$ cat src/rtl/core/postfix_expression_evaluator_assert.svh
// Assertion macros for the postfix evaluator.
`ifndef POSTFIX_EXPRESSION_EVALUATOR_ASSERT_SVH
`define POSTFIX_EXPRESSION_EVALUATOR_ASSERT_SVH
`ifndef SYNTHESIS
`define PEV_ASSERT_NOW(lbl, clk, rst_n, ante, cons) \
	lbl: assert property (@(posedge clk) disable iff (!rst_n) (ante) |-> (cons)) \
		else $error("pev assertion failed");
`define PEV_ASSERT_NXT(lbl, clk, rst_n, ante, cons) \
	lbl: assert property (@(posedge clk) disable iff (!rst_n) (ante) |=> (cons)) \
		else $error("pev assertion failed");
`else
`define PEV_ASSERT_NOW(lbl, clk, rst_n, ante, cons)
`define PEV_ASSERT_NXT(lbl, clk, rst_n, ante, cons)
`endif
`endif

$ cat src/rtl/core/pev_pkg.sv
package pev_pkg;

	localparam int STACK_DEPTH = 128;
	localparam int PTR_W       = $clog2(STACK_DEPTH + 1);
	localparam int ADDR_W      = $clog2(STACK_DEPTH);
	localparam int DATA_W      = 32;
	localparam int CNT_W       = $clog2(DATA_W);

	localparam logic [7:0] TOK_PLUS  = 8'h2B;
	localparam logic [7:0] TOK_MINUS = 8'h2D;
	localparam logic [7:0] TOK_STAR  = 8'h2A;
	localparam logic [7:0] CHR_UA    = 8'd65;
	localparam logic [7:0] CHR_UZ    = 8'd90;
	localparam logic [7:0] CHR_LA    = 8'd97;
	localparam logic [7:0] CHR_LZ    = 8'd122;

	typedef enum logic [1:0] {
		STAT_OK,
		STAT_UNDER,
		STAT_OVER,
		STAT_DIVZ
	} pev_status_t;

	typedef enum logic [2:0] {
		S_IDLE,
		S_READ,
		S_DIV,
		S_DIV_WB,
		S_EMIT
	} pev_state_t;

	typedef struct packed {
		logic        latch;
		logic        push;
		logic        op_read;
		logic        alu_wb;
		logic        divz_wb;
		logic        div_start;
		logic        div_step;
		logic        div_wb;
		logic        emit;
		logic        flag;
		pev_status_t flag_code;
	} pev_cmd_t;

	typedef struct packed {
		logic in_last;
		logic tok_letter;
		logic sp_full;
		logic sp_lt2;
		logic last_q;
		logic op_div;
		logic b_zero;
		logic div_last;
		logic out_free;
	} pev_sts_t;

	function automatic logic is_letter(logic [7:0] t);
		return ((t >= CHR_UA) && (t <= CHR_UZ)) || ((t >= CHR_LA) && (t <= CHR_LZ));
	endfunction

endpackage

$ cat src/rtl/core/pev_stack.sv
module pev_stack (
	input  logic                       clk,
	input  logic                       we,
	input  logic [pev_pkg::ADDR_W-1:0] waddr,
	input  logic [pev_pkg::DATA_W-1:0] wdata,
	input  logic [pev_pkg::ADDR_W-1:0] raddr,
	output logic [pev_pkg::DATA_W-1:0] rdata
);
	import pev_pkg::*;

	logic [DATA_W-1:0] mem [STACK_DEPTH];
	logic [DATA_W-1:0] rdata_q;

	always_ff @(posedge clk) begin
		if (we) begin
			mem[waddr] <= wdata;
		end
	end

	always_ff @(posedge clk) begin
		rdata_q <= mem[raddr];
	end

	assign rdata = rdata_q;

endmodule

$ cat config.mk
export PLATFORM = sky130hd
export DESIGN_NAME = pev_stack
export DESIGN_NICKNAME = d
export VERILOG_FILES = /design/src/rtl/core/postfix_expression_evaluator_assert.svh /design/src/rtl/core/pev_pkg.sv /design/src/rtl/core/pev_stack.sv
export SDC_FILE = /design/constraint.sdc
export NUM_CORES = 2
export LEC_CHECK = 0
export BUFFER_PORTS_ARGS = -buffer_cell sky130_fd_sc_hd__buf_2
export CAP_MARGIN = 10
export CORE_MARGIN = 2
export CORE_UTILIZATION = 49
export DETAILED_ROUTE_END_ITERATION = 10
export PLACE_DENSITY = 0.7
export RECOVER_POWER = 25
export SLEW_MARGIN = 10
export SYNTH_ARGS = -nofsm -noshare
export SYNTH_HDL_FRONTEND = slang
export SYNTH_SLANG_ARGS = --single-unit
$ cat constraint.sdc
create_clock -name clk -period 4.1 [get_ports clk]
set_input_delay 0.41 -clock clk [delete_from_list [all_inputs] [get_ports clk]]
set_output_delay 0.41 -clock clk [all_outputs]
set_load 0.02 [all_outputs]
# Yosys cells after proc, flatten, opt, wreduce, memory -nomap -nowiden
# Memory sizes are Yosys's and may differ from the RTL's. A register that Yosys moved wholly into a read port is not among the register bits.
# Cells that the tools add are included.
[classes]
mux = 2
[ops]
columns = ["cell", "count"]
rows = [
  ["two-way mux 1 bit", 2],
]
[totals]
ff_bits = 0
mem_bits_rw = 4096
in_bits = 48
output_inout_bits = 32
wordCells = 3
memories = 1
[memory_table]
columns = ["memory", "words", "word_bits", "rd", "rd_clocked_by_memory_dff", "wr", "line", "text"]
rows = [
  ["mem", 128, 32, 1, 1, 1, "pev_stack.sv:11", "logic [DATA_W-1:0] mem [STACK_DEPTH];"],
]

# Longest topological paths before layout
[depth]
word_depth = 2
depth_mapped = 8
mapped_depth_nobuf = 4

# Worst setup path after synthesis
# No wires, ideal clock.
[synth_timing]
kind = "input port to flip-flop"
start = "input port we"
end = "memory mem[98][0], enable pin"
setup_ps = 461
arrival_ps = 3188
required_ps = 3639
setup_slack_ps = 451
stages = 3
path_buffers = 1
cell_sequence = "clkbuf_1 > nand4_1 > nor3_1"
[synth_between]
elab_chain_len = 2
[synth_rtl]
columns = ["item", "line", "text"]
rows = [
  ["start: declaration", "pev_stack.sv:3", "input logic we,"],
  ["two-way mux 1 bit", "pev_stack.sv:15", "if (we) begin"],
  ["two-way mux 1 bit (implied by the code)", "pev_stack.sv:16", "mem[waddr] <= wdata;"],
  ["end: declaration", "pev_stack.sv:11", ""],
]
# No other way between the ends.

# Worst setup path after layout
[layout_timing]
start = "input port wdata[25] (netlist name)"
end = "memory mem[55][25], data pin"
[layout_rtl]
columns = ["item", "line", "text"]
rows = [
  ["start: declaration", "pev_stack.sv:5", "input logic [pev_pkg::DATA_W-1:0] wdata,"],
]
# No word-level cell before the write port.

==> run summary <==
Gate power share: 5.3%
Netlist Area Pre-Place: 156,000 um2
DRT iter0 DRCs: 11,069
gr ovfl total: 0
final period utilization: 78.1%
number of stages on the worst setup path: 2
Mean Syn Cell Area: 26.1 um2
Gate Count Post-Synth: 5,990
Leakage: 54.5 nW
ys flop type: edfxtp_1
adder-cell share of the synthesized area: 0%
final hold vios: 0
GRT Overall Usage: 24.9%
I/O pins: 80
CP Launch Type: primary input
Hold WS: 70.2 ps
die width: 569 um
Die Area: 323,000 um2
post-DP HPWL: 223,000 um
post-CTS sizing: 0
Compound-Gate Fraction of Synth Area: 0%
P_int: 68.8 mW
Via Count: 71,723
post-synth net total: 6,038
Area growth syn-to-layout: 14.0%
switch share: 21.1%
FP Rows: 207
fraction of layout cells with a size suffix above 1: 36.5%
simple-gate share of the synthesized area: 0.446%
Initial Util: 49.2%
Routed WL: 402,000 um
root buf cell: clkbuf_16
share of power burned in registers: 53.7%
post-DR vias/cell: 6.47
number of remaining DRC errors: 0
Die H: 569 um
mux cell area share after synthesis: 19.6%
Synth top cells by count: edfxtp_1, mux4_2, clkbuf_1
Arr. time, crit path: 3790 ps
1st-pass router iterations: 5
cts bufs inserted: 392
CTS tree: yes
post-route ant nets: 0
Sink Count: 4,128
Avg WL per Cell: 36.3 um
maximum fanout along the worst path: 76
worst min path class: in2reg
vias in the first global route: 72,303
unrepaired setup endpoints after global routing: no
register area share after synthesis: 79.1%
CTS H-tree lvls: 5
failing checks: capacitance limit, slew limit
number of synthesized register bits: 4,128
initial antenna violation count: 58
count leader, synth: edfxtp_1
number of port buffers: 79
largest cells by area after synthesis: edfxtp_1, mux4_2, clkbuf_1, dfxtp_1, nor2_1
Max-cap violations: 22
leading area contributor after synthesis: edfxtp_1
WHS Path Cells: 2
Reg2Reg Depth: 4
Distinct cells, synth: 17
main combinational cell family by area after synthesis: multiplexers
Period minus WS final: 3200 ps
Clock Latency Late Sink: 950 ps
fmax: 312 MHz
share of async-settable or async-resettable flops after synthesis: 0%
Worst-Margin Slew: 3790 ps
pin count of the biggest net entering global routing: 103
Worst EP required: 4690 ps
Yosys warning count: 0
Final Max Slew Viols: 1,716
number of synthesized flops with an enable pin: 4,096
Rel. slew slack: -153%
worst-path cell chain: clkbuf_1 -> buf_4
area share of the largest cell type after synthesis: 78.7%
Crit path largest cell delay: 2470 ps
critical path class: in2reg
setup_tns: 0 ps
Psw: 18.5 mW
first-pass GRT wire length: 562,000 um
core area: 318,000 um2
status: complete, but fails checks
CP max stage cell: clkbuf_1
nature of the critical path endpoint: flop
RePlAce Congestion: 0.863
maximum vdd drop: 0.370 mV
Setup violations, final: 0
Fill cells: 21,959
Worst-path clk slew: 60 ps
Critical path buffers and inverters: 2
Max clock buf depth: 4
delay-heaviest family, CP: buffers and inverters
Clock power frac: 41.0%
Layout Nets: 6,547
PD cells: 490 nW/um2
Worst Clk Skew: 79.1 ps
XOR/XNOR Fraction of Synth Area: 0%
-- cell type report --
type                            instances  area [um2]  share of cell area, %
Tap cell                             4180        5230                   2.94
Clock buffer                          481       10300                   5.80
Multi-Input combinational cell       1546       32300                   18.1
Clock inverter                        227        2290                   1.29
Antenna cell                           84         210                  0.118
Timing Repair Buffer                  431        4160                   2.33
Sequential cell                      4128      124000                   69.4
-- cell usage in the layout (no fill, tap or decap), drive strengths merged --
cell,instances
clkbuf,506
mux4,1344
inv,13
nand3,12
buf,402
edfxtp,4096
bufinv,39
nor3,9
dfxtp,32
nor2b,7
dlygate4sd3,4
nand2,14
or3,1
mux2,32
clkinv,166
nand2b,2
clkinvlp,9
diode,84
nor2,122
nand4,3
-- cells by family (layout without fill, tap and decap cells) --
group | Yosys count | in the layout
AND/OR/NAND/NOR | 170 | 170
other | 0 | 84
multiplexers | 1376 | 1376
flip-flops | 4128 | 4128
buffers and inverters | 316 | 1139
-- what timing repair did --
| item | in CTS | in global routing |
|---|---|---|
| buffers inserted | 0 | 0 |
| hold endpoints to repair | 89 | 0 |
| hold buffers | 4 | 0 |
-- worst paths after layout --
kind / end / slack, ps / start
hold reg to reg: rdata[2]$_DFF_P_ / 1120 / mem[126][2]$_DFFE_PP_
setup / recovery: mem[55][25]$_DFFE_PP_ / 900 / wdata[25]
setup reg to reg: rdata[22]$_DFF_P_ / 1440 / mem[62][22]$_DFFE_PP_
hold / removal: rdata[8]$_DFF_P_ / 70 / raddr[5]
-- power by group through the flow --
stage | clock network (mW) | logic (mW) | registers, mW
global route | 37.8 | 4.77 | 46.9
detailed placement | 0 | 4.56 | 47.7
CTS | 36.2 | 4.58 | 46.8
global placement | 0 | 4.48 | 47.7
finish | 35.8 | 4.59 | 46.9
floorplan | 0 | 2.25 | 47.6
-- sequential cells by signal, summed over array words and instances, names as in the netlist --
signal,cells
mem,4096
rdata,32
-- metrics by stage --
stage / total power [mW] / cells / instance area [um2] / util, % / worst slack [ps]
final: 87.3 / 11077 / 178000 / 56.1 / 899
after global routing: 89.4 / 11061 / 178000 / 56.0 / 646
after detailed placement: 52.3 / 10281 / 165000 / 52.0 / 371
after floorplan: 49.9 / 5990 / 156000 / - / 451
after CTS: 87.6 / 10993 / 178000 / 56.0 / 1280
after global placement: 52.2 / 10281 / 165000 / 52.0 / 388
-- metal layers --
metal / global-route usage (%) / wire, um
met1: 33.9 / 146000
met2: 39.4 / 193000
met3: 6.70 / 48600
met4: 8.31 / 14500
met5: 0 / 112
Note: power is estimated with default switching activity, not from simulation.
