## src/rtl/core/postfix_expression_evaluator_assert.svh

```systemverilog
// Assertion macros for the postfix evaluator.
`ifndef POSTFIX_EXPRESSION_EVALUATOR_ASSERT_SVH
`define POSTFIX_EXPRESSION_EVALUATOR_ASSERT_SVH
`ifndef SYNTHESIS
`define PEV_ASSERT_NOW(lbl, clk, rst_n, ante, cons) \
	lbl: assert property (@(posedge clk) disable iff (!rst_n) (ante) |-> (cons)) \
		else $error("pev assertion failed");
`define PEV_ASSERT_NXT(lbl, clk, rst_n, ante, cons) \
	lbl: assert property (@(posedge clk) disable iff (!rst_n) (ante) |=> (cons)) \
		else $error("pev assertion failed");
`else
`define PEV_ASSERT_NOW(lbl, clk, rst_n, ante, cons)
`define PEV_ASSERT_NXT(lbl, clk, rst_n, ante, cons)
`endif
`endif

```

## src/rtl/core/pev_pkg.sv

```systemverilog
package pev_pkg;

	localparam int STACK_DEPTH = 128;
	localparam int PTR_W       = $clog2(STACK_DEPTH + 1);
	localparam int ADDR_W      = $clog2(STACK_DEPTH);
	localparam int DATA_W      = 32;
	localparam int CNT_W       = $clog2(DATA_W);

	localparam logic [7:0] TOK_PLUS  = 8'h2B;
	localparam logic [7:0] TOK_MINUS = 8'h2D;
	localparam logic [7:0] TOK_STAR  = 8'h2A;
	localparam logic [7:0] CHR_UA    = 8'd65;
	localparam logic [7:0] CHR_UZ    = 8'd90;
	localparam logic [7:0] CHR_LA    = 8'd97;
	localparam logic [7:0] CHR_LZ    = 8'd122;

	typedef enum logic [1:0] {
		STAT_OK,
		STAT_UNDER,
		STAT_OVER,
		STAT_DIVZ
	} pev_status_t;

	typedef enum logic [2:0] {
		S_IDLE,
		S_READ,
		S_DIV,
		S_DIV_WB,
		S_EMIT
	} pev_state_t;

	typedef struct packed {
		logic        latch;
		logic        push;
		logic        op_read;
		logic        alu_wb;
		logic        divz_wb;
		logic        div_start;
		logic        div_step;
		logic        div_wb;
		logic        emit;
		logic        flag;
		pev_status_t flag_code;
	} pev_cmd_t;

	typedef struct packed {
		logic in_last;
		logic tok_letter;
		logic sp_full;
		logic sp_lt2;
		logic last_q;
		logic op_div;
		logic b_zero;
		logic div_last;
		logic out_free;
	} pev_sts_t;

	function automatic logic is_letter(logic [7:0] t);
		return ((t >= CHR_UA) && (t <= CHR_UZ)) || ((t >= CHR_LA) && (t <= CHR_LZ));
	endfunction

endpackage

```

## src/rtl/core/pev_ctrl.sv

```systemverilog
module pev_ctrl (
	input  logic              clk,
	input  logic              arst_n,
	input  logic              in_valid,
	output logic              in_ready,
	input  pev_pkg::pev_sts_t sts,
	output pev_pkg::pev_cmd_t cmd
);
	import pev_pkg::*;

	pev_state_t state_q;
	pev_state_t state_nx;

	always_ff @(posedge clk or negedge arst_n) begin
		if (!arst_n) begin
			state_q <= S_IDLE;
		end else begin
			state_q <= state_nx;
		end
	end

	always_comb begin
		cmd      = '0;
		in_ready = 1'b0;
		state_nx = state_q;
		case (state_q)
			S_IDLE: begin
				in_ready = 1'b1;
				if (in_valid) begin
					cmd.latch = 1'b1;
					state_nx  = sts.in_last ? S_EMIT : S_IDLE;
					if (sts.tok_letter) begin
						if (sts.sp_full) begin
							cmd.flag      = 1'b1;
							cmd.flag_code = STAT_OVER;
						end else begin
							cmd.push = 1'b1;
						end
					end else if (sts.sp_lt2) begin
						cmd.flag      = 1'b1;
						cmd.flag_code = STAT_UNDER;
					end else begin
						cmd.op_read = 1'b1;
						state_nx    = S_READ;
					end
				end
			end
			S_READ: begin
				if (sts.op_div) begin
					if (sts.b_zero) begin
						cmd.flag      = 1'b1;
						cmd.flag_code = STAT_DIVZ;
						cmd.divz_wb   = 1'b1;
						state_nx      = sts.last_q ? S_EMIT : S_IDLE;
					end else begin
						cmd.div_start = 1'b1;
						state_nx      = S_DIV;
					end
				end else begin
					cmd.alu_wb = 1'b1;
					state_nx   = sts.last_q ? S_EMIT : S_IDLE;
				end
			end
			S_DIV: begin
				cmd.div_step = 1'b1;
				if (sts.div_last) begin
					state_nx = S_DIV_WB;
				end
			end
			S_DIV_WB: begin
				cmd.div_wb = 1'b1;
				state_nx   = sts.last_q ? S_EMIT : S_IDLE;
			end
			S_EMIT: begin
				if (sts.out_free) begin
					cmd.emit = 1'b1;
					state_nx = S_IDLE;
				end
			end
			default: begin
				state_nx = S_IDLE;
			end
		endcase
	end

endmodule

```

## config.mk

```make
export PLATFORM = sky130hd
export DESIGN_NAME = pev_ctrl
export DESIGN_NICKNAME = d
export VERILOG_FILES = /design/src/rtl/core/postfix_expression_evaluator_assert.svh /design/src/rtl/core/pev_pkg.sv /design/src/rtl/core/pev_ctrl.sv
export SDC_FILE = /design/constraint.sdc
export NUM_CORES = 1
export LEC_CHECK = 0
export ABC_CLOCK_PERIOD_IN_PS = 1600
export BUFFER_PORTS_ARGS = -buffer_cell sky130_fd_sc_hd__buf_4
export CORE_AREA = 10 10 47 49
export DETAILED_ROUTE_END_ITERATION = 8
export DIE_AREA = 0 0 57 59
export PLACE_DENSITY_LB_ADDON = 0.25
export SKIP_LAST_GASP = 1
export SYNTH_ARGS = -nofsm -noshare
export SYNTH_HDL_FRONTEND = slang
export SYNTH_SLANG_ARGS = --single-unit
export TNS_END_PERCENT = 100
```

## constraint.sdc

```tcl
create_clock -name clk -period 1.6 [get_ports clk]
set_clock_uncertainty 0.15 [all_clocks]
set_input_delay 0.08 -clock clk [delete_from_list [all_inputs] [get_ports clk]]
set_output_delay 0.08 -clock clk [all_outputs]
set_load 0.05 [all_outputs]
```

# Yosys cells after proc, flatten, opt, wreduce, memory -nomap -nowiden
# Cells that the tools add are included.
totals:
  word_cells: 43
  input_bits: 12
  out_inout_bits: 13
  reg_bits: 3
op_classes:
  n_eq_ne: 7
  mux: 33
  reduce_logical: 2
op_table:
  columns: ["op", "n"]
  rows:
  - ["$mux 3", 18]
  - ["$pmux 3 s5", 1]
  - ["$mux 1", 12]
  - ["$eq 3x2->1 const B", 2]
  - ["$ne 2x2->1 const B", 3]
  - ["$pmux 3 s2", 1]
  - ["$eq 3x1->1 const B", 1]
  - ["$eq 3x3->1 const B", 1]
  - ["$logic_not 3->1", 1]
  - ["$reduce_and 3->1", 1]
  - ["$mux 2", 1]

# Longest topological paths before layout
# Gate-level depths: netlist of run 1.
logic_depth:
  ltp_word: 5
  mapped_depth: 4
  mapped_depth_nobuf: 3

# Worst setup path before layout of run 1
# OpenSTA, ideal clock, no wires.
synth_path:
  kind: "reg-to-output"
  from: "register state_q[0]"
  to: "output port cmd[10] in the netlist's numbering"
  arrival_time_ns: 2.386
  path_slack_ns: -1.016
  stages_incl_launch_ff: 5
  path_buffers: 1
  required_time_ns: 1.370
  path_cell_list: "dfrtp_1 > buf_6 > nor3_4 > nand2_2 > nor3b_1"
synth_lines:
  columns: ["element", "line_no", "source"]
  rows:
  - ["start: declaration", "pev_ctrl.sv:11", "pev_state_t state_q;"]
  - ["start signal: assignment", "pev_ctrl.sv:18", "state_q <= state_nx;"]
  - ["end: declaration", "pev_ctrl.sv:7", "output pev_pkg::pev_cmd_t cmd"]

==> results_dict.tcl, run 1 <==
set metrics [dict create \
    die_area_sq_mm 0.00336 \
    critPathRequiredTime_ns 1.37 \
    synth_edf_count 0 \
    reg2reg_depth 4 \
    post_drt_via_cell_ratio 4.69 \
    clkLatencyLatePin_ns 0.23 \
    p_total_uw 1400 \
    reg2reg_from "state_q[1]" \
    port_buffers 24 \
    worstSetupPathDepth 5 \
    ant_nets 0 \
    path_cells "nor3_4 > nand2_4 > buf_4 > nor3_4 > buf_6" \
    grt_pass1_wl_microns 2020 \
    grt-ovfl-total 0 \
    synth-main-ff-cell "dfrtp_1" \
    p_per_area_mw_per_mm2 1990 \
    synth-seq-cells 3 \
    coreArea_sq_mm 0.00140 \
    wl_per_cell_microns 13.7 \
    initial_core_util 0.231 \
    cts_root_buffer "clkbuf_4" \
    finalWorstSetupSlack_ns -0.0900 \
    violations "negative setup slack" \
    worstSetupPathType "flop to output pin" \
    ioPinCount 25 \
    cts_buffer_depth 2 \
    startpoint "state_q[2]" \
    r2r-end "state_q[2]" \
    setup-tns-final_ns -0.322 \
    cts_tree "built" \
    maxCapViolations 0 \
    status "finished, violations left" \
    rows 14 \
    critPathBufInv 2 \
    drv_slew 0 \
    netlist_instances 39 \
    clk_pin_slew_ns 0.04 \
    cp_slowest_cell "dfrtp_2" \
    hold_violations 0 \
    synth.distinct_cells 25 \
    synthArstFlopShare 1.00 \
    clock-sinks 3 \
    final_area_sq_um 706 \
    die_h_microns 59 \
    gp_congestion 0.687 \
    hpwl_microns 987 \
    min_period_ns 1.69 \
    crit_top_cell "nor3_4" \
    cp-start-kind "flop" \
    avgSynthCellArea_sq_um 8.31 \
    end_kind "output pin" \
    fin_hold_ws_ns 0.0242 \
    top_register "state_q" \
    ys_seq_area_frac 0.232 \
    numCtsBuffers 3 \
    hold_class "input port to asynchronous set/reset pin" \
    tightest_slew_ns 0.267 \
    final_nets 87 \
    critPathCapture "cmd[9]" \
    rsz0062_at_grt "yes" \
    syn-cell-area_sq_um 324 \
    final_util 0.504 \
    cp_max_fo 5 \
    drt_first_pass_iters 3 \
    diodes 0 \
    crit_family "simple AND/OR/NAND/NOR gates" \
    largest_register_ffs 3 \
    via_count 422 \
    regToRegSetupSlack_ns 0.18 \
    area_delta_synth_final_pct 118 \
    yosysWarnings 0 \
    groute.usage.overall 0.0754 \
    htree_levels 1 \
    drc 0 \
    antenna_found_initial 0 \
    grt_pass1_vias 471 \
    top_regs "state_q: 3 flops" \
    dpl_cell_area_sq_um 607 \
    final-setup-viol-count 8 \
    drt_iter0_drc 4 \
    grt_max_degree 9 \
    relSlewSlack 0.821 \
    wl_microns 1230 \
    die_w_microns 57 \
    drive_gt1_frac 0.689 \
    fin_crit_sh 1.06 \
    p_leak_uw 0.000356 \
    crit_path_max_incr_delay_ns 0.43 \
    fill_cells 149 \
    syn-num-nets 51 \
    max_freq_mhz 592 \
    worstPathArrival_ns 1.46 \
    max-vdd-ir-drop_uv 1010 \
]
==> metrics by stage <==
step	setup slack, ns	cells
after floorplan	-0.515	39
after global placement	0.106	82
after detailed placement	0.0889	82
after CTS	-0.112	89
after global routing	-0.158	90
final	-0.0900	90
==> cell usage after synthesis, types with 2 or more instances <==
master,instances,area [sq um]
nand2_1,3,11.3
dfrtp_1,3,75.1
o21ai_0,2,10.0
inv_1,3,11.3
buf_6,2,22.5
nor3b_1,3,22.5
nor2_1,5,18.8
==> cell families (layout without fill, tap and decap cells) <==
logic type,after synthesis,in the layout,share of synthesized area
buffers and inverters,6,41,0.120
AND/OR/NAND/NOR,19,19,0.363
flip-flops,3,3,0.232
multiplexers,1,1,0.0347
AO/OA/AOI/OAI,10,10,0.251
==> worst reg2reg max path, cell delays in order (launching register included) <==
cell,delay (ns)
dfrtp_2,0.41
buf_4,0.15
mux2_2,0.32
o21bai_1,0.16
o22ai_1,0.10
==> what timing repair did <==
| action | 4_1_cts | 5_1_grt |
|---|---|---|
| hold buffers | 2 | 0 |
| endpoints found under the hold margin | 4 | 0 |
| cloned | 0 | 0 |
| resized for setup | 7 | 4 |
| setup buffers | 1 | 1 |
| pin swaps | 4 | 4 |
| endpoints found under the setup margin | 7 | 10 |
==> per-layer routing <==
layer / wire (microns) / vias up / part of all wire / GRT usage
met4: 0 / 0 / 0 / 0.0503
met5: 0 / - / 0 / 0
met2: 640 / 16 / 0.52 / 0.126
met1: 472 / 193 / 0.38 / 0.0742
li1: - / 213 / - / -
met3: 119 / 0 / 0.097 / 0.0343
==> layout by cell type, fill, tap and decap left out, drive strengths merged <==
cell | Yosys | routed
nor2 | 5 | 5
nor3b | 3 | 3
o22ai | 1 | 1
o21a | 1 | 1
and3 | 1 | 1
dlygate4sd3 | 0 | 2
buf | 3 | 32
nand4 | 1 | 1
a21oi | 1 | 1
clkbuf | 0 | 4
o41ai | 1 | 1
o21ai | 2 | 2
dfrtp | 3 | 3
a41o | 1 | 1
nand2b | 1 | 1
nor3 | 2 | 2
nand2 | 4 | 4
and3b | 1 | 1
a32oi | 1 | 1
inv | 3 | 3
or3b | 1 | 1
o31a | 1 | 1
o21bai | 1 | 1
mux2 | 1 | 1
==> power breakdown <==
group | internal (uW) | leakage (uW) | switching [uW] | total [uW]
clock network | 93.3 | 0.0000150 | 37.3 | 131
logic | 439 | 0.000304 | 668 | 1110
registers | 113 | 0.0000375 | 50.6 | 164
==> layout make-up <==
cell class,count,area [sq um],share of cell area
inverter,3,11.3,0.0160
sequential,3,77.6,0.110
clock buffer,4,26.3,0.0372
tap,16,20.0,0.0284
timing repair buffer,34,287,0.406
multi-input combinational,30,284,0.402
==> worst min path at each step <==
stage / startpoint / to / slack (ns) / cells after the start
after detailed placement: arst_n / state_q[2] / -0.28 / 1
after floorplan: arst_n / state_q[0] / -0.37 / 0
final: arst_n / state_q[1] / 0.02 / 2
after global placement: arst_n / state_q[2] / -0.28 / 1
after CTS: arst_n / state_q[1] / 0.02 / 2
after global routing: arst_n / state_q[1] / 0.05 / 2
Note: power is estimated with default switching activity, not from simulation.
==> run 2, diff against run 1 <==
PLACE_DENSITY = 0.61   (was unset)
PLACE_DENSITY_LB_ADDON = unset   (was 0.25)
==> results_dict.tcl, run 2 (synthesized netlist as in run 1, its figures left out) <==
set metrics [dict create \
    status "finished, violations left" \
    violations "negative setup slack" \
    cts_tree "built" \
    critPathRequiredTime_ns 1.37 \
    drive_gt1_frac 0.676 \
    wl_per_cell_microns 13.4 \
    reg2reg_from "state_q[1]" \
    clkLatencyLatePin_ns 0.23 \
    fill_cells 151 \
    maxCapViolations 0 \
    ioPinCount 25 \
    final_nets 87 \
    hold_end "state_q[2]" \
    top_register "state_q" \
    ant_nets 0 \
    port_buffers 24 \
    regToRegSetupSlack_ns 0.16 \
    groute.usage.overall 0.0702 \
    rows 14 \
    diodes 0 \
    die_w_microns 57 \
    top_regs "state_q: 3 flops" \
    hpwl_microns 956 \
    finalWorstSetupSlack_ns -0.101 \
    wl_microns 1200 \
    htree_levels 1 \
    clock-sinks 3 \
    worstHoldPathCells 3 \
    mostFrequentLayoutCell "buf_4" \
    clk_pin_slew_ns 0.03 \
    cp_max_fo 6 \
    drt_first_pass_iters 2 \
    initial_core_util 0.231 \
    hold_start "sts[4]" \
    fin_hold_ws_ns 0.0247 \
    gp_congestion 0.732 \
    reg2reg_depth 3 \
    cts_root_buffer "clkbuf_4" \
    tightest_slew_ns 0.246 \
    rsz0062_at_grt "yes" \
    cts_buffer_depth 2 \
    area_delta_synth_final_pct 120 \
    cp-start-kind "flop" \
    p_per_area_mw_per_mm2 2000 \
    p_leak_uw 0.000358 \
    relSlewSlack 0.835 \
    worstSetupPathType "flop to output pin" \
    fin_crit_sh 1.06 \
    final-setup-viol-count 7 \
    drv_slew 0 \
    largest_register_ffs 3 \
    r2r-end "state_q[2]" \
    min_period_ns 1.70 \
    grt-ovfl-total 0 \
    grt_pass1_vias 463 \
    grt_max_degree 9 \
    antenna_found_initial 0 \
    grt_pass1_wl_microns 1930 \
    hold_class "input port to flop" \
    coreArea_sq_mm 0.00140 \
    worstPathArrival_ns 1.47 \
    max_freq_mhz 588 \
    final_cell_mix "buf_4, buf_6, nor2_1" \
    post_drt_via_cell_ratio 4.86 \
    end_kind "output pin" \
    die_h_microns 59 \
    numCtsBuffers 3 \
    final_util 0.510 \
    drt_iter0_drc 11 \
    via_count 437 \
    drc 0 \
    max-vdd-ir-drop_uv 1280 \
    die_area_sq_mm 0.00336 \
    hold_violations 0 \
]
-- run 2: timing repair --
action | CTS | global route
gates resized for setup | 9 | 4
pin swaps | 5 | 0
setup endpoints to repair | 7 | 11
cloned | 0 | 0
buffers inserted | 3 | 0
hold endpoints to repair | 4 | 0
hold buffers | 2 | 0
-- run 2: metal layers --
metal | routed length, microns | global-route usage
met5 | 0 | 0
met4 | 18 | 0.0403
met3 | 74 | 0.0236
met2 | 626 | 0.113
met1 | 484 | 0.0789
-- run 2: worst max-delay path by stage --
| stage | startpoint | to | slack (ns) | depth (start not counted) |
|---|---|---|---|---|
| after global routing | state_q[2] | cmd[1] | -0.17 | 4 |
| after floorplan | state_q[1] | cmd[1] | -0.52 | 4 |
| final | state_q[2] | cmd[1] | -0.10 | 4 |
| after CTS | state_q[2] | cmd[1] | -0.12 | 4 |
| after detailed placement | state_q[1] | cmd[1] | 0.08 | 4 |
| after global placement | state_q[1] | cmd[1] | 0.09 | 4 |
-- run 2: power by group --
group	total [uW]	leakage, uW	internal (uW)	switching (uW)
clock	133	0.0000150	93.4	39.1
sequential	166	0.0000375	113	52.4
combinational	1130	0.000305	460	671
-- run 2: layout make-up --
class | instances | area, sq um | share of cell area
Clock buffer | 4 | 26.3 | 0.0368
Inverter | 3 | 11.3 | 0.0158
Multi-Input combinational cell | 30 | 282 | 0.394
Sequential cell | 3 | 77.6 | 0.109
Tap cell | 16 | 20.0 | 0.0280
Timing Repair Buffer | 34 | 298 | 0.417
-- run 2: worst max-delay path: stages, from the launching register on --
cell	delay [ns]
dfrtp_2	0.44
nor3_4	0.24
nand2_4	0.13
o41ai_4	0.23
buf_6	0.20
-- run 2: through the flow --
stage / setup TNS (ns) / setup slack [ns] / cells / power [uW] / area (sq um)
after global routing: -0.935 / -0.166 / 90 / 1510 / 714
after floorplan: -2.29 / -0.515 / 39 / 887 / 389
after global placement: 0 / 0.0948 / 81 / 1170 / 599
final: -0.285 / -0.101 / 90 / 1430 / 714
after CTS: -0.393 / -0.115 / 90 / 1400 / 697
after detailed placement: 0 / 0.0765 / 81 / 1170 / 599
