<file path="config.mk">
export PLATFORM = sky130hd
export DESIGN_NAME = pev_datapath
export DESIGN_NICKNAME = d
export VERILOG_FILES = /design/src/rtl/core/pev_pkg.sv /design/src/rtl/core/pev_datapath.sv
export VERILOG_INCLUDE_DIRS = /design/src /design/src/rtl/core
export SDC_FILE = /design/constraint.sdc
export NUM_CORES = 2
export LEC_CHECK = 0
export BUFFER_PORTS_ARGS = -buffer_cell sky130_fd_sc_hd__clkbuf_2
export CORE_MARGIN = 10
export CORE_UTILIZATION = 45
export DETAILED_ROUTE_END_ITERATION = 8
export SYNTH_ARGS = -nofsm -noshare
export SYNTH_HDL_FRONTEND = slang
export SYNTH_SLANG_ARGS = --single-unit
export TNS_END_PERCENT = 30
</file>
<file path="constraint.sdc">
create_clock -name clk -period 16.5 [get_ports clk]
set_input_delay 0 -clock clk [delete_from_list [all_inputs] [get_ports clk]]
set_output_delay 0 -clock clk [all_outputs]
set_load 0.1 [all_outputs]
</file>
<file path="src/rtl/core/postfix_expression_evaluator_assert.svh">
// Assertion macros for the postfix evaluator.
`ifndef POSTFIX_EXPRESSION_EVALUATOR_ASSERT_SVH
`define POSTFIX_EXPRESSION_EVALUATOR_ASSERT_SVH
`ifndef SYNTHESIS
`define PEV_ASSERT_NOW(lbl, clk, rst_n, ante, cons) \
	lbl: assert property (@(posedge clk) disable iff (!rst_n) (ante) |-> (cons)) \
		else $error("pev assertion failed");
`define PEV_ASSERT_NXT(lbl, clk, rst_n, ante, cons) \
	lbl: assert property (@(posedge clk) disable iff (!rst_n) (ante) |=> (cons)) \
		else $error("pev assertion failed");
`else
`define PEV_ASSERT_NOW(lbl, clk, rst_n, ante, cons)
`define PEV_ASSERT_NXT(lbl, clk, rst_n, ante, cons)
`endif
`endif

</file>
<file path="src/rtl/core/pev_pkg.sv">
package pev_pkg;

	localparam int STACK_DEPTH = 128;
	localparam int PTR_W       = $clog2(STACK_DEPTH + 1);
	localparam int ADDR_W      = $clog2(STACK_DEPTH);
	localparam int DATA_W      = 32;
	localparam int CNT_W       = $clog2(DATA_W);

	localparam logic [7:0] TOK_PLUS  = 8'h2B;
	localparam logic [7:0] TOK_MINUS = 8'h2D;
	localparam logic [7:0] TOK_STAR  = 8'h2A;
	localparam logic [7:0] CHR_UA    = 8'd65;
	localparam logic [7:0] CHR_UZ    = 8'd90;
	localparam logic [7:0] CHR_LA    = 8'd97;
	localparam logic [7:0] CHR_LZ    = 8'd122;

	typedef enum logic [1:0] {
		STAT_OK,
		STAT_UNDER,
		STAT_OVER,
		STAT_DIVZ
	} pev_status_t;

	typedef enum logic [2:0] {
		S_IDLE,
		S_READ,
		S_DIV,
		S_DIV_WB,
		S_EMIT
	} pev_state_t;

	typedef struct packed {
		logic        latch;
		logic        push;
		logic        op_read;
		logic        alu_wb;
		logic        divz_wb;
		logic        div_start;
		logic        div_step;
		logic        div_wb;
		logic        emit;
		logic        flag;
		pev_status_t flag_code;
	} pev_cmd_t;

	typedef struct packed {
		logic in_last;
		logic tok_letter;
		logic sp_full;
		logic sp_lt2;
		logic last_q;
		logic op_div;
		logic b_zero;
		logic div_last;
		logic out_free;
	} pev_sts_t;

	function automatic logic is_letter(logic [7:0] t);
		return ((t >= CHR_UA) && (t <= CHR_UZ)) || ((t >= CHR_LA) && (t <= CHR_LZ));
	endfunction

endpackage

</file>
<file path="src/rtl/core/pev_datapath.sv">
`include "postfix_expression_evaluator_assert.svh"
module pev_datapath (
	input  logic                       clk,
	input  logic                       arst_n,
	input  logic [7:0]                 token,
	input  logic signed [31:0]         operand_value,
	input  logic                       last,
	input  pev_pkg::pev_cmd_t          cmd,
	output pev_pkg::pev_sts_t          sts,
	output logic                       mem_we,
	output logic [pev_pkg::ADDR_W-1:0] mem_waddr,
	output logic [pev_pkg::DATA_W-1:0] mem_wdata,
	output logic [pev_pkg::ADDR_W-1:0] mem_raddr,
	input  logic [pev_pkg::DATA_W-1:0] mem_rdata,
	input  logic                       out_ready,
	output logic                       out_valid,
	output logic signed [31:0]         result,
	output logic [1:0]                 status
);
	import pev_pkg::*;

	logic [PTR_W-1:0]  sp_q;
	pev_status_t       err_q;
	logic              out_valid_q;
	logic [DATA_W-1:0] tos_q;
	logic [7:0]        op_q;
	logic              last_q;
	logic [DATA_W-1:0] quo_q;
	logic [DATA_W-1:0] rem_q;
	logic [DATA_W-1:0] dvs_q;
	logic              neg_q;
	logic [CNT_W-1:0]  cnt_q;
	logic [DATA_W-1:0] result_q;
	pev_status_t       status_q;

	logic [PTR_W-1:0]  sp_m1;
	logic [PTR_W-1:0]  sp_m2;
	logic              sp_zero;
	logic [DATA_W-1:0] alu;
	logic [DATA_W-1:0] mag_a;
	logic [DATA_W-1:0] mag_b;
	logic [DATA_W-1:0] rem_sh;
	logic              ge;
	logic [DATA_W-1:0] rem_nx;
	logic [DATA_W-1:0] quo_nx;

	assign sp_m1   = sp_q - PTR_W'(1);
	assign sp_m2   = sp_q - PTR_W'(2);
	assign sp_zero = (sp_q == '0);

	assign mem_we    = cmd.push && !sp_zero;
	assign mem_waddr = sp_m1[ADDR_W-1:0];
	assign mem_wdata = tos_q;
	assign mem_raddr = sp_m2[ADDR_W-1:0];

	always_comb begin
		case (op_q)
			TOK_PLUS:  alu = mem_rdata + tos_q;
			TOK_MINUS: alu = mem_rdata - tos_q;
			TOK_STAR:  alu = mem_rdata * tos_q;
			default:   alu = '0;
		endcase
	end

	assign mag_a  = mem_rdata[DATA_W-1] ? (DATA_W'(0) - mem_rdata) : mem_rdata;
	assign mag_b  = tos_q[DATA_W-1] ? (DATA_W'(0) - tos_q) : tos_q;
	assign rem_sh = {rem_q[DATA_W-2:0], quo_q[DATA_W-1]};
	assign ge     = (rem_sh >= dvs_q);
	assign rem_nx = ge ? (rem_sh - dvs_q) : rem_sh;
	assign quo_nx = {quo_q[DATA_W-2:0], ge};

	assign sts.in_last    = last;
	assign sts.tok_letter = is_letter(token);
	assign sts.sp_full    = (sp_q >= PTR_W'(STACK_DEPTH));
	assign sts.sp_lt2     = (sp_q < PTR_W'(2));
	assign sts.last_q     = last_q;
	assign sts.op_div     = !((op_q == TOK_PLUS) || (op_q == TOK_MINUS) || (op_q == TOK_STAR));
	assign sts.b_zero     = (tos_q == '0);
	assign sts.div_last   = (cnt_q == '0);
	assign sts.out_free   = !out_valid_q || out_ready;

	always_ff @(posedge clk or negedge arst_n) begin
		if (!arst_n) begin
			sp_q        <= '0;
			err_q       <= STAT_OK;
			out_valid_q <= 1'b0;
		end else begin
			if (cmd.emit) begin
				sp_q <= '0;
			end else if (cmd.push) begin
				sp_q <= sp_q + PTR_W'(1);
			end else if (cmd.alu_wb || cmd.divz_wb || cmd.div_wb) begin
				sp_q <= sp_m1;
			end
			if (cmd.emit) begin
				err_q <= STAT_OK;
			end else if (cmd.flag && (err_q == STAT_OK)) begin
				err_q <= cmd.flag_code;
			end
			if (cmd.emit) begin
				out_valid_q <= 1'b1;
			end else if (out_ready) begin
				out_valid_q <= 1'b0;
			end
		end
	end

	always_ff @(posedge clk) begin
		if (cmd.latch) begin
			op_q   <= token;
			last_q <= last;
		end
		if (cmd.push) begin
			tos_q <= operand_value;
		end else if (cmd.alu_wb) begin
			tos_q <= alu;
		end else if (cmd.divz_wb) begin
			tos_q <= '0;
		end else if (cmd.div_wb) begin
			tos_q <= neg_q ? (DATA_W'(0) - quo_q) : quo_q;
		end
		if (cmd.div_start) begin
			quo_q <= mag_a;
			rem_q <= '0;
			dvs_q <= mag_b;
			neg_q <= mem_rdata[DATA_W-1] ^ tos_q[DATA_W-1];
			cnt_q <= CNT_W'(DATA_W - 1);
		end else if (cmd.div_step) begin
			quo_q <= quo_nx;
			rem_q <= rem_nx;
			cnt_q <= cnt_q - CNT_W'(1);
		end
		if (cmd.emit) begin
			result_q <= sp_zero ? '0 : tos_q;
			status_q <= (sp_zero && (err_q == STAT_OK)) ? STAT_UNDER : err_q;
		end
	end

	assign out_valid = out_valid_q;
	assign result    = result_q;
	assign status    = status_q;

	`PEV_ASSERT_NOW(a_sp_bound, clk, arst_n, 1'b1, sp_q <= PTR_W'(STACK_DEPTH))
	`PEV_ASSERT_NXT(a_emit_clears, clk, arst_n, cmd.emit, (sp_q == '0) && (err_q == STAT_OK))
	`PEV_ASSERT_NXT(a_push_tos, clk, arst_n, cmd.push, tos_q == $past(operand_value))
	`PEV_ASSERT_NOW(a_emit_slot, clk, arst_n, cmd.emit, !out_valid_q || out_ready)
	`PEV_ASSERT_NOW(a_op_depth, clk, arst_n, cmd.op_read, sp_q >= PTR_W'(2))
	`PEV_ASSERT_NOW(a_rem_range, clk, arst_n, cmd.div_step, rem_q < dvs_q)

endmodule

</file>
==> Word-level counts from Yosys, hierarchy flattened <==
Cells that the tools add are included.
{ "op_classes": {"add_sub_neg": 10, "n_mul": 1, "magnitude_cmp": 7, "eq_ne": 3, "mux": 18, "bitwise": 1, "n_reduce_logical": 23} }
{ "ops": {"columns": ["op", "count"], "rows": [
  ["32-bit 2-to-1 mux", 8],
  ["32-bit one-hot mux with 3 select lines", 1],
  ["1-bit by 32-bit subtractor with 32-bit output, first input constant", 3],
  ["31-bit 2-to-1 mux", 2],
  ["32-bit adder", 1],
  ["32-bit >= comparator", 1],
  ["32-bit zero test", 1],
  ["32-bit by 32-bit multiplier with 32-bit output", 1],
  ["32-bit subtractor", 1],
  ["31-bit subtractor", 1],
  ["8-bit by 6-bit equality test with 1-bit output, second input constant", 3],
  ["8-bit 2-to-1 mux", 3],
  ["8-bit by 7-bit >= comparator with 1-bit output, second input constant", 2],
  ["8-bit by 7-bit <= comparator with 1-bit output, second input constant", 2],
  ["8-bit by 1-bit adder with 8-bit output, second input constant", 1],
  ["8-bit >= comparator, second input constant", 1],
  ["8-bit zero test", 1],
  ["8-bit by 2-bit < comparator with 1-bit output, second input constant", 1],
  ["8-bit by 1-bit subtractor with 8-bit output, second input constant", 1],
  ["7-bit by 2-bit subtractor with 7-bit output, second input constant", 1],
  ["1-bit logical OR", 6],
  ["2-bit nonzero test", 3],
  ["1-bit logical AND", 5],
  ["5-bit zero test", 1],
  ["other kinds (8)", 12]
]} }
{ "word_totals": {"regBits": 187, "in_bits": 88, "output_inout_bits": 91, "wordCells": 77} }

==> Longest topological paths before layout <==
{ "depth": {"ltp_word": 6, "mapped_depth": 30, "depth_no_buf": 28} }

==> Worst setup path before layout <==
Ideal clock, no wire load.
{ "synth_timing": {"kind": "register to register", "start": "register tos_q[8] (netlist: mem_wdata[8])", "end": "register tos_q[29] (netlist: mem_wdata[29]) (data pin)", "setup_time_ps": 260, "arrival_ps": 7833, "required_ps": 16240, "path_slack_ps": 8407, "stages_incl_launch_ff": 28, "n_path_buf": 2, "synth_period_minus_slack_ps": 8093, "cell_sequence": "edfxtp_1 clkbuf_1 buf_1 nand2_1 fa_1 inv_1 fa_1 fa_1 inv_1 fa_1 inv_1 fa_1 ha_1 fa_1 inv_1 fa_1 inv_1 ha_1 a21o_1 a21oi_1 nand2b_1 a211oi_1 o21a_1 a2111oi_0 o21bai_1 xnor2_1 o221ai_1 mux2_2"} }
{ "synth_via": {"elab_chain_cells": 4, "elab_cells_between_ends": 6} }
{ "synth_lines": {"columns": ["item", "line", "rtl"], "rows": [
  ["start, declared", "pev_datapath.sv:25", "logic [DATA_W-1:0] tos_q;"],
  ["start signal, assigned", "pev_datapath.sv:114", "tos_q <= operand_value;"],
  ["start signal, assigned", "pev_datapath.sv:116", "tos_q <= alu;"],
  ["start signal, assigned", "pev_datapath.sv:120", "tos_q <= neg_q ? (DATA_W'(0) - quo_q) : quo_q;"],
  ["32-bit by 32-bit multiplier with 32-bit output (tied with other cells)", "pev_datapath.sv:60", "TOK_STAR: alu = mem_rdata * tos_q;"],
  ["32-bit one-hot mux with 3 select lines *", "pev_datapath.sv:57", "case (op_q)"],
  ["32-bit 2-to-1 mux *", "pev_datapath.sv:115", "end else if (cmd.alu_wb) begin"],
  ["32-bit 2-to-1 mux *", "pev_datapath.sv:113", "if (cmd.push) begin"]
]} }
Mark *: on every way between the ends. The rest lies on a longest branch, timed or not.
A chain may end at the register's enable or synchronous reset.

==> Final worst setup path <==
Ends and elaborated chain as after synthesis.

==> impl_results.md <==
- RR Endpoint: mem_wdata[29]$_DFFE_PP_
- Final cell area excluding filler cells: around 32000 µm²
- Post-synthesis async set-or-reset flop share: 0.0588
- # setup viols final: 0
- Chip width: between 200 and 300 µm
- Unrepaired setup endpoints after global routing: false
- Area leader, netlist: fa_1
- Max Cap Viol: 0
- R2R Path Start: mem_wdata[8]$_DFFE_PP_
- Setup slack after layout: 8100 ps
- Number of global-route vias before repair: roughly 24000
- Initial antenna violation count: 3
- Vias after detailed routing: between 20000 and 25000
- Post-DP HPWL: 69.4 mm
- CP Class: reg -> reg
- Detailed-route vias per instance: 5.57
- Port Buffers: between 150 and 200
- Largest net degree at the start of global routing: 73
- Worst-Margin Slew: 1150 ps
- Num CTS Buffers: 17
- Run status: completed
- Total gr overflow: 0
- CTS clock-pin slew for the worst setup and hold paths: about 80 ps
- Max-slew violation count: 0
- Layout cells sized above 1: 0.0852
- Period utilization: 0.509
- Startpoint types: flip-flop
- CTS tree: done
- # fillers: 6249
- Hold crit path type: in -> reg
- Yosys cell types: 77
- Crit path max fanout: 24
- Top post-synthesis cells by area: fa_1, edfxtp_1, ha_1
- R2R depth: 26
- Post-Syn Nets: around 4000
- Initial core utilization: 0.457
- Placer congestion estimate: ~0.95
- Yosys warnings: 0
- Skew final: ~14 ps
- Final ANT Viol Nets: 0
- Fin. Hold Viols: 0
- Row count: 93
- Syn-to-layout area delta: 8.90%
- Nets@finish: between 4000 and 5000
- Most used DFF post-synth: edfxtp_1
- Max Clock Freq: around 0.12 GHz
- Root buf cell: clkbuf_16
- First-pass GRT wire length: roughly 150 mm
- Top Ports: about 180
- WL/cell: between 20 and 25 µm
- TritonCTS Sinks: 187
- Clock tree buffer depth: 2
- Cell with the most instances after synthesis: inv_1
- Commonest cells in the netlist: inv_1, fa_1, nand2_1
- Post-route insts no fill: about 4300
- Placed cells: approximately 4200
- Mapped Area: ~30000 µm²
- Req. time, crit path: approximately 17000 ps
- Die area: about 76000 µm²
- Drc violations: 0
- Tot GR Track Use: 0.243
- Iteration-0 DRC count of the detailed router: 2288
- Die span in y: 276 µm
- Worst skew pair latency: 460 ps
- DR pass1 iterations: 6
- Register bit total from synthesis: roughly 190
- Post-synth EDFFs: between 100 and 150
- Drt total wl: between 90 and 100 mm
- Rel. slew slack: 0.231
- Minimum clock period: roughly 8400 ps
- Syn avg cell area: approximately 8.9 µm²
- Yosys top cell area share: 0.277
- H-tree depth: 4
- Worst R2R Setup Slack: ~8100 ps
- Seq/Total Area, Yosys: 0.176
- Setup TNS: 0 ps
- DP Area: roughly 31000 µm²
- Post-Syn Instances: about 3300
- Crit path launch: mem_wdata[8]$_DFFE_PP_
- Core Region: 64800 µm²
- Crit path capture: mem_wdata[29]$_DFFE_PP_
- Dpl ws: 8200 ps
- WP data arrival: 8610 ps
- CP endpoint kind: flip-flop
==> stage by stage <==
stage           util  hold WS [ps]
3_3_place_gp   0.481         -95.7
4_1_cts        0.497          16.0
5_1_grt        0.497          39.9
2_1_floorplan      -          -296
6_report       0.497          21.2
3_5_place_dp   0.481         -94.9
==> cell families after synthesis <==
logic type / after synthesis / synth area share
compound gates: 488 / 0.108
simple gates: 1061 / 0.181
buf+inv: 688 / 0.0879
fa+ha+maj: 607 / 0.361
xor+xnor: 265 / 0.0784
flops: 187 / 0.176
mux: 25 / 0.00867
==> area by class of cell <==
| cell class | instances | area [µm²] | area share |
|---|---|---|---|
| diodes | 5 | 12.5 | 0.000388 |
| clock buffers | 17 | 425 | 0.0132 |
| clock inverters | 15 | 150 | 0.00466 |
| inverters | 486 | 1820 | 0.0566 |
| multi-input cells | 2446 | 21800 | 0.676 |
| flip-flops and latches | 187 | 5200 | 0.161 |
| well taps | 855 | 1070 | 0.0332 |
| repair buffers | 276 | 1750 | 0.0542 |
==> state kept, by name (all words and copies together) (netlist names) <==
name and cells:
dvs_q 32, mem_wdata 32, quo_q 32, result 32, rem_q 31, op_q 8
sp_q 8, cnt_q 5, err_q 2, status 2, last_q 1, neg_q 1
out_valid 1
==> layout by cell type (no fill, tap or decap), types with 6 or more instances in the layout <==
cell type and n:
inv_1 485, fa_1 410, nand2_1 354, and2_1 344, ha_1 197, clkbuf_2 176
nor2_1 167, xnor2_1 157, edfxtp_1 140, a21oi_1 136, xor2_1 108, o21ai_0 86
buf_4 54, dlygate4sd3_1 46, dfxtp_1 36, o31ai_1 33, a211oi_1 33, a21o_1 32
nand2b_1 31, nor3_1 27, a31oi_1 21, o21a_1 20, mux2i_1 20, nand3_1 19
or3_1 19, clkbuf_16 17, or4_1 16, o22ai_1 15, nor2b_1 14, nand4_1 14
a22oi_1 14, o41ai_1 13, or2_2 12, o21bai_1 12, nor4_1 11, dfrtp_1 11
nor3b_1 8, a221oi_1 8, and3_1 6
==> how the worst min path moves through the flow <==
stage                      start                 endpoint  slack [ps]  depth (start not counted)
3_5_place_dp              arst_n    out_valid$_DFFE_PN0P_         -90                          1
5_1_grt        operand_value[15]  mem_wdata[15]$_DFFE_PP_          40                          3
3_3_place_gp              arst_n      sp_q[5]$_DFFE_PN0P_        -100                          1
4_1_cts            mem_rdata[30]      quo_q[30]$_DFFE_PP_          20                          3
6_report       operand_value[19]  mem_wdata[19]$_DFFE_PP_          20                          3
2_1_floorplan             arst_n     err_q[0]$_DFFE_PN0P_        -300                          0
==> what timing repair did <==
action	CTS	global route
resized for setup	0	0
hold buffers	46	0
buffers inserted	0	0
hold endpoints to repair	61	0
endpoints found under the setup margin	0	0
==> routing by layer <==
layer	up-vias	track usage	part of all wire
met3	167	0.0346	0.076
met1	11900	0.327	0.42
met5	-	0	0
met4	0	0.0798	0.030
met2	955	0.398	0.47
li1	10800	-	-
==> worst max-delay path, cell delays in order (launching register included) <==
cell and delay [ps]:
edfxtp_1 720, buf_4 450, nand2_1 140, fa_1 550
inv_1 50, fa_1 460, fa_1 540, inv_1 50
fa_1 530, inv_1 50, fa_1 450, ha_1 320
fa_1 530, inv_1 50, fa_1 540, inv_1 40
ha_1 370, a21o_1 200, a21oi_1 170, nand2b_1 160
a211oi_1 100, o21a_1 220, a2111oi_0 380, o21bai_1 140
xnor2_1 370, o221ai_1 210, mux2_2 300
Power is not shown: default switching activity piles up to over one toggle a cycle in this logic, so the estimate is an artifact.
